$ cat src/hdl/grc_pkg.sv
// ----------------------------------------------------------------------------
// Greenhouse relay controller package
// Widths, register indexes, status codes and reset values.
// ----------------------------------------------------------------------------
package grc_pkg;

    localparam int TIME_W      = 32;
    localparam int TEMP_W      = 11;
    localparam int LEVEL_W     = 10;
    localparam int STATUS_W    = 2;
    localparam int CFG_INDEX_W = 3;
    localparam int CFG_DATA_W  = 32;

    // Minimum spacing between accepted reads, in milliseconds.
    localparam logic [TIME_W-1:0] POLL_GAP_MS = 32'd1000;

    // Register indexes of the configuration port.
    typedef enum logic [CFG_INDEX_W-1:0] {
        REG_TEMP_HIGH_LIMIT = 3'd0,
        REG_TEMP_LOW_LIMIT  = 3'd1,
        REG_HUMIDITY_LIMIT  = 3'd2,
        REG_SOIL_DRY_LIMIT  = 3'd3,
        REG_LIGHT_LIMIT     = 3'd4,
        REG_PUMP_WORK_MS    = 3'd5,
        REG_PUMP_PAUSE_MS   = 3'd6,
        REG_FAN_MAX_MS      = 3'd7
    } cfg_index_t;

    // Poll outcome codes.
    typedef enum logic [STATUS_W-1:0] {
        POLL_EARLY     = 2'd0,
        POLL_FAULT     = 2'd1,
        POLL_REGULATED = 2'd2
    } poll_status_t;

    localparam logic signed [TEMP_W-1:0] TEMP_HIGH_RESET = 11'sd300;
    localparam logic signed [TEMP_W-1:0] TEMP_LOW_RESET  = 11'sd150;
    localparam logic [LEVEL_W-1:0]       HUMIDITY_RESET  = 10'd600;
    localparam logic [LEVEL_W-1:0]       SOIL_DRY_RESET  = 10'd200;
    localparam logic [LEVEL_W-1:0]       LIGHT_RESET     = 10'd300;
    localparam logic [TIME_W-1:0]        PUMP_WORK_RESET = 32'd3000;
    localparam logic [TIME_W-1:0]        PUMP_PAUSE_RESET = 32'd300000;
    localparam logic [TIME_W-1:0]        FAN_MAX_RESET   = 32'd1800000;

endpackage

$ cat src/hdl/greenhouse_relay_controller.sv
// ----------------------------------------------------------------------------
// Greenhouse relay controller
// Turns sensor polls into heater, fan, pump and grow light relay drive.
// ----------------------------------------------------------------------------
//
//  channel   direction  handshake         payload
//  -------   ---------  ----------------  ------------------------------------
//  s_        in         s_valid/s_ready   now_ms, temperature, humidity,
//                                         climate_ok, soil_raw, photo_raw
//  m_        out        m_valid/m_ready   heater/fan/pump/light relay, status
//  cfg_      in         cfg_wr_en         cfg_index, cfg_wdata (no read-back)
//
//  One poll per cycle sustained while m_ready stays high; each poll moves from
//  its beat into the input register and then into the result register on m_.
//  The rate is set by the state update loop: the timestamp subtract/compare
//  logic in front of the controller state registers is combinational.
//  Reset (aresetn low, synchronous) turns all relays off, clears the time
//  stamps and loads the default limits.
//  With m_ready low the result holds; s_ready drops only once the input
//  register also holds a poll.
//
module greenhouse_relay_controller (
    input  logic                                aclk,
    input  logic                                aresetn,
    // configuration write port
    input  logic                                cfg_wr_en,
    input  logic [grc_pkg::CFG_INDEX_W-1:0]     cfg_index,
    input  logic [grc_pkg::CFG_DATA_W-1:0]      cfg_wdata,
    // poll input
    input  logic                                s_valid,
    output logic                                s_ready,
    input  logic [grc_pkg::TIME_W-1:0]          s_now_ms,
    input  logic signed [grc_pkg::TEMP_W-1:0]   s_temperature,
    input  logic [grc_pkg::LEVEL_W-1:0]         s_humidity,
    input  logic                                s_climate_ok,
    input  logic [grc_pkg::LEVEL_W-1:0]         s_soil_raw,
    input  logic [grc_pkg::LEVEL_W-1:0]         s_photo_raw,
    // result output
    output logic                                m_valid,
    input  logic                                m_ready,
    output logic                                m_heater_relay,
    output logic                                m_fan_relay,
    output logic                                m_pump_relay,
    output logic                                m_light_relay,
    output logic [grc_pkg::STATUS_W-1:0]        m_poll_status
);

    // ------------------------------------------------------------------
    // Configuration registers
    // ------------------------------------------------------------------
    logic signed [grc_pkg::TEMP_W-1:0] temp_high_limit_reg;
    logic signed [grc_pkg::TEMP_W-1:0] temp_low_limit_reg;
    logic [grc_pkg::LEVEL_W-1:0]       humidity_limit_reg;
    logic [grc_pkg::LEVEL_W-1:0]       soil_dry_limit_reg;
    logic [grc_pkg::LEVEL_W-1:0]       light_limit_reg;
    logic [grc_pkg::TIME_W-1:0]        pump_work_ms_reg;
    logic [grc_pkg::TIME_W-1:0]        pump_pause_ms_reg;
    logic [grc_pkg::TIME_W-1:0]        fan_max_ms_reg;

    always_ff @(posedge aclk) begin
        if (!aresetn) begin
            temp_high_limit_reg <= grc_pkg::TEMP_HIGH_RESET;
            temp_low_limit_reg  <= grc_pkg::TEMP_LOW_RESET;
            humidity_limit_reg  <= grc_pkg::HUMIDITY_RESET;
            soil_dry_limit_reg  <= grc_pkg::SOIL_DRY_RESET;
            light_limit_reg     <= grc_pkg::LIGHT_RESET;
            pump_work_ms_reg    <= grc_pkg::PUMP_WORK_RESET;
            pump_pause_ms_reg   <= grc_pkg::PUMP_PAUSE_RESET;
            fan_max_ms_reg      <= grc_pkg::FAN_MAX_RESET;
        end else if (cfg_wr_en) begin
            case (grc_pkg::cfg_index_t'(cfg_index))
                grc_pkg::REG_TEMP_HIGH_LIMIT: begin
                    temp_high_limit_reg <= $signed(cfg_wdata[grc_pkg::TEMP_W-1:0]);
                end
                grc_pkg::REG_TEMP_LOW_LIMIT: begin
                    temp_low_limit_reg <= $signed(cfg_wdata[grc_pkg::TEMP_W-1:0]);
                end
                grc_pkg::REG_HUMIDITY_LIMIT: begin
                    humidity_limit_reg <= cfg_wdata[grc_pkg::LEVEL_W-1:0];
                end
                grc_pkg::REG_SOIL_DRY_LIMIT: begin
                    soil_dry_limit_reg <= cfg_wdata[grc_pkg::LEVEL_W-1:0];
                end
                grc_pkg::REG_LIGHT_LIMIT: begin
                    light_limit_reg <= cfg_wdata[grc_pkg::LEVEL_W-1:0];
                end
                grc_pkg::REG_PUMP_WORK_MS: begin
                    pump_work_ms_reg <= cfg_wdata[grc_pkg::TIME_W-1:0];
                end
                grc_pkg::REG_PUMP_PAUSE_MS: begin
                    pump_pause_ms_reg <= cfg_wdata[grc_pkg::TIME_W-1:0];
                end
                grc_pkg::REG_FAN_MAX_MS: begin
                    fan_max_ms_reg <= cfg_wdata[grc_pkg::TIME_W-1:0];
                end
                default: begin
                end
            endcase
        end
    end

    // ------------------------------------------------------------------
    // Pipeline control: input register -> rule logic -> result register.
    // advance moves the held poll into the result register and commits
    // its state update in the same edge.
    // ------------------------------------------------------------------
    logic in_valid_reg, in_valid_next;
    logic m_valid_reg, m_valid_next;
    logic advance;
    logic s_beat;

    assign advance = in_valid_reg && (!m_valid_reg || m_ready);
    assign s_ready = !in_valid_reg || advance;
    assign s_beat  = s_valid && s_ready;

    always_comb begin
        in_valid_next = in_valid_reg;
        if (s_beat) begin
            in_valid_next = 1'b1;
        end else if (advance) begin
            in_valid_next = 1'b0;
        end
        m_valid_next = m_valid_reg;
        if (advance) begin
            m_valid_next = 1'b1;
        end else if (m_ready) begin
            m_valid_next = 1'b0;
        end
    end

    always_ff @(posedge aclk) begin
        if (!aresetn) begin
            in_valid_reg <= 1'b0;
            m_valid_reg  <= 1'b0;
        end else begin
            in_valid_reg <= in_valid_next;
            m_valid_reg  <= m_valid_next;
        end
    end

    // Input register payload: load on every accepted beat.
    logic [grc_pkg::TIME_W-1:0]        in_now_ms_reg;
    logic signed [grc_pkg::TEMP_W-1:0] in_temperature_reg;
    logic [grc_pkg::LEVEL_W-1:0]       in_humidity_reg;
    logic                              in_climate_ok_reg;
    logic [grc_pkg::LEVEL_W-1:0]       in_soil_raw_reg;
    logic [grc_pkg::LEVEL_W-1:0]       in_photo_raw_reg;

    always_ff @(posedge aclk) begin
        if (s_beat) begin
            in_now_ms_reg      <= s_now_ms;
            in_temperature_reg <= s_temperature;
            in_humidity_reg    <= s_humidity;
            in_climate_ok_reg  <= s_climate_ok;
            in_soil_raw_reg    <= s_soil_raw;
            in_photo_raw_reg   <= s_photo_raw;
        end
    end

    // ------------------------------------------------------------------
    // Controller state
    // ------------------------------------------------------------------
    logic heater_is_on_reg, heater_is_on_next;
    logic fan_is_on_reg, fan_is_on_next;
    logic pump_is_on_reg, pump_is_on_next;
    logic light_is_on_reg, light_is_on_next;
    logic [grc_pkg::TIME_W-1:0] pump_started_at_reg, pump_started_at_next;
    logic [grc_pkg::TIME_W-1:0] pump_stopped_at_reg, pump_stopped_at_next;
    logic [grc_pkg::TIME_W-1:0] fan_started_at_reg, fan_started_at_next;
    logic [grc_pkg::TIME_W-1:0] last_read_at_reg, last_read_at_next;

    // Rule evaluation for the poll in the input register.
    logic [grc_pkg::TIME_W-1:0] read_elapsed;
    logic [grc_pkg::TIME_W-1:0] pause_elapsed;
    logic [grc_pkg::TIME_W-1:0] pump_elapsed;
    logic [grc_pkg::TIME_W-1:0] fan_elapsed;
    logic [grc_pkg::TIME_W-1:0] pump_started_sel;
    logic [grc_pkg::TIME_W-1:0] fan_started_sel;
    logic poll_early;
    logic humid;
    logic temp_hot;
    logic temp_cold;
    logic fan_request;
    logic fan_start;
    logic fan_timeout;
    logic pause_done;
    logic pump_start;
    logic pump_running;
    logic pump_stop;
    logic light_request;
    logic [grc_pkg::STATUS_W-1:0] status_sel;

    always_comb begin
        // Wrapping time differences: plain modulo-2^32 subtraction.
        read_elapsed = in_now_ms_reg - last_read_at_reg;
        poll_early   = read_elapsed < grc_pkg::POLL_GAP_MS;

        humid     = in_humidity_reg >= humidity_limit_reg;
        temp_hot  = in_temperature_reg >= temp_high_limit_reg;
        temp_cold = in_temperature_reg <= temp_low_limit_reg;

        // Fan wanted by either temperature band or high humidity; the
        // start stamp moves only on an off-to-on edge.
        fan_request     = temp_hot || temp_cold || humid;
        fan_start       = fan_request && !fan_is_on_reg;
        fan_started_sel = fan_start ? in_now_ms_reg : fan_started_at_reg;
        fan_elapsed     = in_now_ms_reg - fan_started_sel;
        fan_timeout     = fan_request && (fan_elapsed >= fan_max_ms_reg);

        // Pump pulse: skip watering entirely until the pause has run out.
        pause_elapsed    = in_now_ms_reg - pump_stopped_at_reg;
        pause_done       = pause_elapsed >= pump_pause_ms_reg;
        pump_start       = pause_done && !pump_is_on_reg
                           && (in_soil_raw_reg < soil_dry_limit_reg);
        pump_started_sel = pump_start ? in_now_ms_reg : pump_started_at_reg;
        pump_running     = pump_is_on_reg || pump_start;
        pump_elapsed     = in_now_ms_reg - pump_started_sel;
        pump_stop        = pause_done && pump_running
                           && (pump_elapsed >= pump_work_ms_reg);

        // 1023 - photo on ten bits is the bitwise inverse.
        light_request = (~in_photo_raw_reg) <= light_limit_reg;

        // Default: hold all state.
        heater_is_on_next    = heater_is_on_reg;
        fan_is_on_next       = fan_is_on_reg;
        pump_is_on_next      = pump_is_on_reg;
        light_is_on_next     = light_is_on_reg;
        pump_started_at_next = pump_started_at_reg;
        pump_stopped_at_next = pump_stopped_at_reg;
        fan_started_at_next  = fan_started_at_reg;
        last_read_at_next    = last_read_at_reg;

        if (poll_early) begin
            status_sel = grc_pkg::POLL_EARLY;
        end else if (!in_climate_ok_reg) begin
            status_sel = grc_pkg::POLL_FAULT;
        end else begin
            status_sel = grc_pkg::POLL_REGULATED;
            if (advance) begin
                last_read_at_next    = in_now_ms_reg;
                heater_is_on_next    = !temp_hot && temp_cold;
                // Forced stop leaves the start stamp where it was.
                fan_is_on_next       = fan_request && !fan_timeout;
                fan_started_at_next  = fan_started_sel;
                pump_started_at_next = pump_started_sel;
                pump_is_on_next      = pause_done ? (pump_running && !pump_stop)
                                                  : pump_is_on_reg;
                if (pump_stop) begin
                    pump_stopped_at_next = in_now_ms_reg;
                end
                light_is_on_next     = light_request;
            end
        end
    end

    always_ff @(posedge aclk) begin
        if (!aresetn) begin
            heater_is_on_reg    <= 1'b0;
            fan_is_on_reg       <= 1'b0;
            pump_is_on_reg      <= 1'b0;
            light_is_on_reg     <= 1'b0;
            pump_started_at_reg <= '0;
            pump_stopped_at_reg <= '0;
            fan_started_at_reg  <= '0;
            last_read_at_reg    <= '0;
        end else begin
            heater_is_on_reg    <= heater_is_on_next;
            fan_is_on_reg       <= fan_is_on_next;
            pump_is_on_reg      <= pump_is_on_next;
            light_is_on_reg     <= light_is_on_next;
            pump_started_at_reg <= pump_started_at_next;
            pump_stopped_at_reg <= pump_stopped_at_next;
            fan_started_at_reg  <= fan_started_at_next;
            last_read_at_reg    <= last_read_at_next;
        end
    end

    // ------------------------------------------------------------------
    // Result register: report the relays as they stand after this poll.
    // ------------------------------------------------------------------
    logic m_heater_reg;
    logic m_fan_reg;
    logic m_pump_reg;
    logic m_light_reg;
    logic [grc_pkg::STATUS_W-1:0] m_status_reg;

    always_ff @(posedge aclk) begin
        if (advance) begin
            m_heater_reg <= heater_is_on_next;
            m_fan_reg    <= fan_is_on_next;
            m_pump_reg   <= pump_is_on_next;
            m_light_reg  <= light_is_on_next;
            m_status_reg <= status_sel;
        end
    end

    assign m_valid        = m_valid_reg;
    assign m_heater_relay = m_heater_reg;
    assign m_fan_relay    = m_fan_reg;
    assign m_pump_relay   = m_pump_reg;
    assign m_light_relay  = m_light_reg;
    assign m_poll_status  = m_status_reg;

endmodule

$ cat config.mk
export PLATFORM = sky130hd
export DESIGN_NAME = greenhouse_relay_controller
export DESIGN_NICKNAME = d
export VERILOG_FILES = /design/src/hdl/grc_pkg.sv /design/src/hdl/greenhouse_relay_controller.sv
export SDC_FILE = /design/constraint.sdc
export NUM_CORES = 1
export LEC_CHECK = 0
export BUFFER_PORTS_ARGS = -buffer_cell sky130_fd_sc_hd__buf_4
export CAP_MARGIN = 10
export CORE_MARGIN = 4
export CORE_UTILIZATION = 60
export DETAILED_ROUTE_END_ITERATION = 12
export PLACE_DENSITY = 0.9
export SLEW_MARGIN = 5
export SYNTH_ARGS = -nofsm -noshare
export SYNTH_HDL_FRONTEND = slang
export SYNTH_SLANG_ARGS = --single-unit
$ cat constraint.sdc
create_clock -name aclk -period 19.8 [get_ports aclk]
set_input_delay 1.98 -clock aclk [delete_from_list [all_inputs] [get_ports aclk]]
set_output_delay 1.98 -clock aclk [all_outputs]
set_load 0.01 [all_outputs]
==> results of run 1 <==
[worst max-delay path by stage]
stage,endpoint,cells past startpoint,slack (ns)
2_1_floorplan,pump_stopped_at_reg[10]$_SDFFE_PN0P_,49,9.67
3_3_place_gp,pump_stopped_at_reg[0]$_SDFFE_PN0P_,51,8.54
3_5_place_dp,pump_stopped_at_reg[22]$_SDFFE_PN0P_,51,8.21
4_1_cts,pump_stopped_at_reg[2]$_SDFFE_PN0P_,51,8.07
5_1_grt,pump_stopped_at_reg[22]$_SDFFE_PN0P_,51,7.11
6_report,pump_stopped_at_reg[2]$_SDFFE_PN0P_,51,7.83
[cell families after synthesis]
family                     after synthesis  share of synthesized area
muxes                                  134                    0.05765
and+or+nand+nor                        748                     0.1432
buffers and inverters                  380                    0.06500
AOI/OAI and AO/OA                      724                     0.2080
DFF                                    362                     0.3450
xor gates and xnor gates                90                    0.03379
adders and majority gates              273                     0.1474
[layer usage]
| metal | up-vias | global-route usage |
|---|---|---|
| met5 | - | 0 |
| met4 | 0 | 0.1483 |
| met3 | 243 | 0.05059 |
| met2 | 872 | 0.5251 |
| met1 | 9880 | 0.3939 |
| li1 | 9678 | - |
[area by class of cell]
cell class / count / area share
timing repair buffer: 137 / 0.03982
inverter: 256 / 0.03727
tap: 511 / 0.02467
multi-input combinational: 1969 / 0.5330
clock inverter: 20 / 0.008303
sequential: 362 / 0.3105
clock buffer: 56 / 0.04649
[where the power goes]
| group | internal [mW] | switching, mW | total (mW) | leakage, nW |
|---|---|---|---|---|
| clock | 0.470 | 0.330 | 0.801 | 0.701 |
| sequential | 0.785 | 0.0239 | 0.808 | 3.07 |
| combinational | 0.250 | 0.353 | 0.603 | 6.80 |
| total | 1.50 | 0.708 | 2.21 | 10.6 |
[cell usage in the layout (no fill, tap or decap), drive strengths merged, types with 10 or more instances in the layout]
cell type	count
nor2b	36
nand3	40
mux2i	131
ha	270
a21o	77
a211oi	72
clkinv	10
nor3	34
and3	14
nor2	95
clkbuf	56
a31oi	10
o21a	33
a21oi	302
edfxtp	80
xor2	24
nand2b	29
o21bai	17
nand2	427
o21ai	67
o211ai	54
dfxtp	282
inv	261
nand4	30
buf	137
xnor2	66
[stage by stage]
step,power [mW],hold slack (ns),instances
after floorplan,1.243,0.4347,2711
after global placement,1.382,0.4425,3234
after detailed placement,1.407,0.4465,3234
after CTS,2.206,0.4551,3310
after global routing,2.313,0.4724,3311
final,2.212,0.4550,3311
[worst reg2reg max path: cells and delay by family (launching register included)]
family	cells	cell delay, ns
compound gates	32	7.50
fa+ha+maj	5	1.57
buf+inv	4	1.09
simple gates	7	0.57
mux	2	0.53
flops	1	0.42
xor+xnor	1	0.14
==> results by group, run 1 <==
Final layout
  • Multi-input logic area: approximately 0.014 sq mm
  • Reg area: 0.008048 sq mm
  • Layout area overhead: 11.10%
  • Final #Nets: 3154
  • Post-route cell area: 0.02592 sq mm
  • Filler cells: approximately 3000
  • Final core utilization: 0.6817
  • Share of cells above drive strength 1: 0.1021
  • Diodes inserted: 0

Routing
  • Max Used Layer: met4
  • Iter 0 DRT Violations: 1898
  • TritonRoute pass-1 iters: 8
  • Vias per cell: 6.244
  • DRT Wirelength: 66960 um
  • Met3 wire len: 5013 um
  • Met1 wire length: ~27000 um
  • Routed wire length per instance: 20.22 um
  • Post-DRT Antenna Nets: 0
  • DRC Markers: 0
  • Via count: ~21000
  • Met2 WL: 31650 um

Worst setup path
  • Setup crit end kind: flop
  • CP required: 20.22 ns
  • CP startpoint: in_now_ms_reg[0]$_DFFE_PP_
  • Worst Path Max Fanout: 35
  • R2r startpoint: in_now_ms_reg[0]$_DFFE_PP_
  • Max incr delay on CP: ~0.65 ns
  • CP top delay family: compound AO/OA/AOI/OAI gates
  • Crit Path Class: reg -> reg
  • Reg2Reg Depth: 51
  • Reg-to-Reg End: pump_stopped_at_reg[2]$_SDFFE_PN0P_
  • Critical path's slowest cell: o41ai_1
  • Crit start category: flop
  • Critical path data arrival time: 12.39 ns
  • Reg2Reg Setup Slack: 7.83 ns
  • Top cell by count, worst path: a21oi_1
  • WP buf/inv: 4

Power and ir drop
  • Worst vdd ir: 0.08543 mV
  • Pwr dens: 85.36 mW/mm^2
  • Leak pwr: 10.57 nW

Global routing
  • GRT overflow: 0
  • Vias in the first global route: 20470
  • Gr usage total: 0.3125
  • Largest net degree at the start of global routing: 110
  • First-pass GRT wire length: 105700 um
  • Initial antenna violation count: 0

Floorplanning
  • Initial Util: 0.6136
  • Core area: 0.03802 sq mm
  • Die Span Y: 205.2 um
  • Io pins: 122
  • Die area: ~0.042 sq mm
  • Core Rows: 71
  • Chip width: between 200 and 250 um

Timing
  • Setup-failing EPs final: 0
  • Count of pins over their slew limit: 0
  • Worst Tran Pin Value: approximately 1.2 ns
  • Clock skew: 0.02726 ns
  • Slew HR: 0.2311
  • Unrepaired setup endpoints after global routing: no
  • Final hold violation count: 0
  • Crit path time final: 11.97 ns
  • FMAX: 83.55 MHz
  • Final period util: 0.6045
  • Final worst slack: approximately 7.8 ns
  • Fin Setup TNS: 0 ns

Placement
  • GP Congestion: 0.9487
  • HPWL Detailed: 48140 um
  • Port bufs: 121
  • Post-DP Area: 0.02449 sq mm
  • Pre-CTS WS: 8.208 ns

CTS
  • CTS Hold Bufs: 0
  • TritonCTS buffer count: 41
  • CTS HTree Levels: 2
  • CTS Sinks: 362
  • CTS tree: built
  • Post-CTS setup buffers: 0
  • Post-cts resize count: 0
  • Bufs on Longest Clock Path: 3
  • Clock-pin slew on the worst setup and hold paths: ~0.06 ns
  • Root Buffer: clkbuf_16
  • Worst-Skew Late Latency: 0.59 ns

Yosys
  • Post-synth ARST share: 0
  • Netlist cell types: 86
  • Synth warnings: 0
  • Syn nets: 3098
  • Leading cell types by count after synthesis: 427 x nand2_1, 299 x a21oi_1, 282 x dfxtp_1
  • Seq/Total Area, Yosys: 0.3450
  • Most frequent cell after synthesis: nand2_1
  • Post-Syn Instances: 2711
  • Area share of the largest cell type after synthesis: 0.2420
  • Synth area leaders: dfxtp_1 24%, ha_1 14%, edfxtp_1 10%, nand2_1 6.9%, a21oi_1 6.4%
  • Register bit total from synthesis: 362
  • Mean post-synth cell area: 8.606 sq um
  • EDFF count, synth: 80
  • Area leader, netlist: dfxtp_1
  • Top_reg_cell synth: dfxtp_1
  • Post-Syn Area: 0.02333 sq mm

Flow run
  • Max_cap viols: 0

Status
  • Status: finished clean

Hold path
  • Hold WC Path Type: reg -> reg
  • Hold depth: 2
  • Hold_sp: fan_max_ms_reg[31]$_SDFFE_PN0P_
  • Hold path endpoint: fan_max_ms_reg[31]$_SDFFE_PN0P_
(Power assumes the default switching activity.)
==> inputs of run 2 (changes only) <==
Settings changed: CORE_UTILIZATION 60 to 57.
Clock period 19.8 ns to 9.95 ns, I/O delays scaled along.
==> run 2 against run 1 <==
  * Clock skew down 0.0026 ns
  * Count of clock-buffer cells in the layout down 6
  * Utilization down 1.3 points
  * Critical path depth up 2
  * Sequential share of layout area down 1.0 points
  * Register-to-register slack worse by 7.7 ns
  * Wire length up 4.8%
==> results by group, run 2 (synthesized netlist as in run 1, its figures left out) <==
CTS
  • CTS HTree Levels: 2 (unchanged)
  • Root Buffer: clkbuf_16
  • Worst-Skew Late Latency: 0.58 ns (about the same)
  • CTS Hold Bufs: 0 (unchanged)
  • Clock-pin slew on the worst setup and hold paths: 0.06 ns (about the same)
  • CTS tree: built
  • Bufs on Longest Clock Path: 3 (unchanged)
  • TritonCTS buffer count: 41 (unchanged)
  • CTS Sinks: 362 (unchanged)

Worst setup path
  • Reg2Reg Depth: 53 (+3.9%)
  • Critical path's slowest cell: o41a_1
  • Max incr delay on CP: 0.42 ns (-0.23 ns)
  • Reg-to-Reg End: pump_stopped_at_reg[29]$_SDFFE_PN0P_
  • R2r startpoint: in_now_ms_reg[1]$_DFFE_PP_
  • Critical path data arrival time: 10.27 ns (-2.12 ns)
  • Setup crit end kind: flop
  • CP startpoint: in_now_ms_reg[1]$_DFFE_PP_
  • Reg2Reg Setup Slack: 0.12 ns (-7.71 ns)
  • Crit Path Class: reg -> reg
  • CP required: 10.39 ns (-9.83 ns)
  • Crit start category: flop
  • Worst Path Max Fanout: 10 (-71%)
  • Worst setup path endpoint: pump_stopped_at_reg[29]$_SDFFE_PN0P_

Final layout
  • Final #Nets: 3242 (+2.8%)
  • Commonest non-fill, non-tap cell in the layout: nand2_1
  • Share of cells above drive strength 1: 0.1410 (+0.03883)
  • Post-route cell area: 0.02680 sq mm (+3.4%)
  • Layout area overhead: 14.86%
  • Commonest cells after routing, fill and taps aside: 427 x nand2_1, 287 x a21oi_1, 282 x dfxtp_1
  • Non-Filler Instances: 3412 (+3.1%)
  • Diodes inserted: 0 (unchanged)

Global routing
  • First-pass GRT wire length: 108200 um (+2.4%)
  • Vias in the first global route: 20800 (+1.6%)
  • Gr usage total: 0.3014 (-0.01102)
  • Largest net degree at the start of global routing: 102 (-7.3%)
  • Initial antenna violation count: 0 (unchanged)
  • GRT overflow: 0 (unchanged)

Timing
  • Clock skew: 0.02470 ns (-0.002566 ns)
  • Setup-failing EPs final: 0 (unchanged)
  • Crit path time final: 9.825 ns (-2.143 ns)
  • Worst Tran Pin Value: 1.248 ns (+0.09795 ns)
  • FMAX: 101.8 MHz (+22%)
  • Slew HR: 0.1656 (-0.06548)
  • Hold WS: 0.4545 ns (-0.0005320 ns)
  • Unrepaired setup endpoints after global routing: yes
  • Final hold violation count: 0 (unchanged)
  • Final period util: 0.9875 (+0.3830)
  • Count of pins over their slew limit: 0 (unchanged)

Placement
  • Placed cell count: 3319 (+2.6%)
  • GP Congestion: 0.9825 (+3.6%)
  • Port bufs: 121 (unchanged)
  • HPWL Detailed: 50330 um (+4.5%)
  • Post-DP Area: 0.02505 sq mm (+2.3%)

Routing
  • DRT Wirelength: 70180 um (+4.8%)
  • DRC Markers: 0 (unchanged)
  • Iter 0 DRT Violations: 2104 (+11%)
  • Via count: 21110 (+2.1%)
  • TritonRoute pass-1 iters: 5 (-3)
  • Vias per cell: 6.188 (-0.89%)
  • Routed wire length per instance: 20.57 um (+1.7%)
  • Post-DRT Antenna Nets: 0 (unchanged)

Floorplanning
  • Core area: 0.04010 sq mm (+5.5%)
  • Io pins: 122 (unchanged)
  • Die Span Y: 210.3 um (+2.5%)
  • Initial Util: 0.5818 (-0.03176)
  • Die area: 0.04423 sq mm (+5.1%)
  • Core Rows: 73 (+2.8%)
  • Chip width: 210.3 um (+2.5%)

Power and ir drop
  • Worst vdd ir: 0.1442 mV (+69%)
  • Leak pwr: 11.00 nW (+4.1%)
  • Pwr dens: 166.4 mW/mm^2 (+95%)

Flow run
  • Max_cap viols: 0 (unchanged)

Hold path
  • Hold_sp: fan_max_ms_reg[5]$_SDFFE_PN0P_
  • Hold WC Path Type: reg -> reg

Status
  • Status: finished clean
-- run 2: cell types whose count changed in the layout (fill, tap and decap cells not counted), sizes merged --
cell	delta
bufinv	+1
buf	+87
inv	-2
clkinv	+6
clkbuf	-5
-- run 2: what timing repair did --
item / CTS / global route
cloned: 0 / 1
pin swaps: 8 / 31
buffers inserted: 2 / 15
resized for setup: 19 / 39
setup endpoints to repair: 34 / 34
-- run 2: worst min-delay path by stage --
stage                                                       to  slack, ns  cells after the start
after floorplan              last_read_at_reg[10]$_SDFFE_PN0P_       0.43                      2
after global placement    pump_stopped_at_reg[20]$_SDFFE_PN0P_       0.44                      2
after detailed placement       fan_max_ms_reg[24]$_SDFFE_PN0P_       0.45                      2
after CTS                     pump_work_ms_reg[6]$_SDFFE_PN0P_       0.46                      2
after global routing          pump_work_ms_reg[1]$_SDFFE_PN0P_       0.47                      2
final                           fan_max_ms_reg[5]$_SDFFE_PN0P_       0.45                      2
-- run 2: cell type report --
| cell class | instances | area [sq um] |
|---|---|---|
| multi-input cells | 1969 | 14010 |
| fillers | 2996 | 13300 |
| flip-flops and latches | 362 | 8048 |
| repair buffers | 225 | 1754 |
| clock buffers | 50 | 1111 |
| inverters | 256 | 965.9 |
| well taps | 525 | 656.9 |
| clock inverters | 25 | 246.5 |
-- run 2: power by group --
group	switching, mW	internal [mW]	total (mW)
registers	0.0356	1.56	1.60
clock network	0.645	0.904	1.55
logic	0.751	0.563	1.31
total	1.43	3.03	4.46
-- run 2: worst max-delay path: cells and delay by family, from the launching register on --
kind | cells | cell delay, ns
compound gates | 33 | 6.26
xor+xnor | 1 | 0.15
fa+ha+maj | 5 | 1.34
buf+inv | 5 | 0.73
flops | 1 | 0.40
mux | 1 | 0.12
simple gates | 8 | 0.69
-- run 2: per-layer routing --
layer	wire length [um]	track usage	up-vias
met4	4832	0.1899	0
met2	32990	0.4993	1005
met5	0	0	-
li1	-	-	9858
met3	5308	0.04837	294
met1	27040	0.3672	9956
-- run 2: per-stage QoR --
step	total power [mW]	utilization	setup slack (ns)	TNS, ns
5_1_grt	4.644	0.6683	-0.4375	-13.82
2_1_floorplan	2.474	-	0.04005	0
6_report	4.459	0.6683	0.1246	0
3_3_place_gp	2.790	0.6246	-0.1825	-5.313
4_1_cts	4.385	0.6609	0.02836	0
3_5_place_dp	2.843	0.6246	-0.4166	-12.19
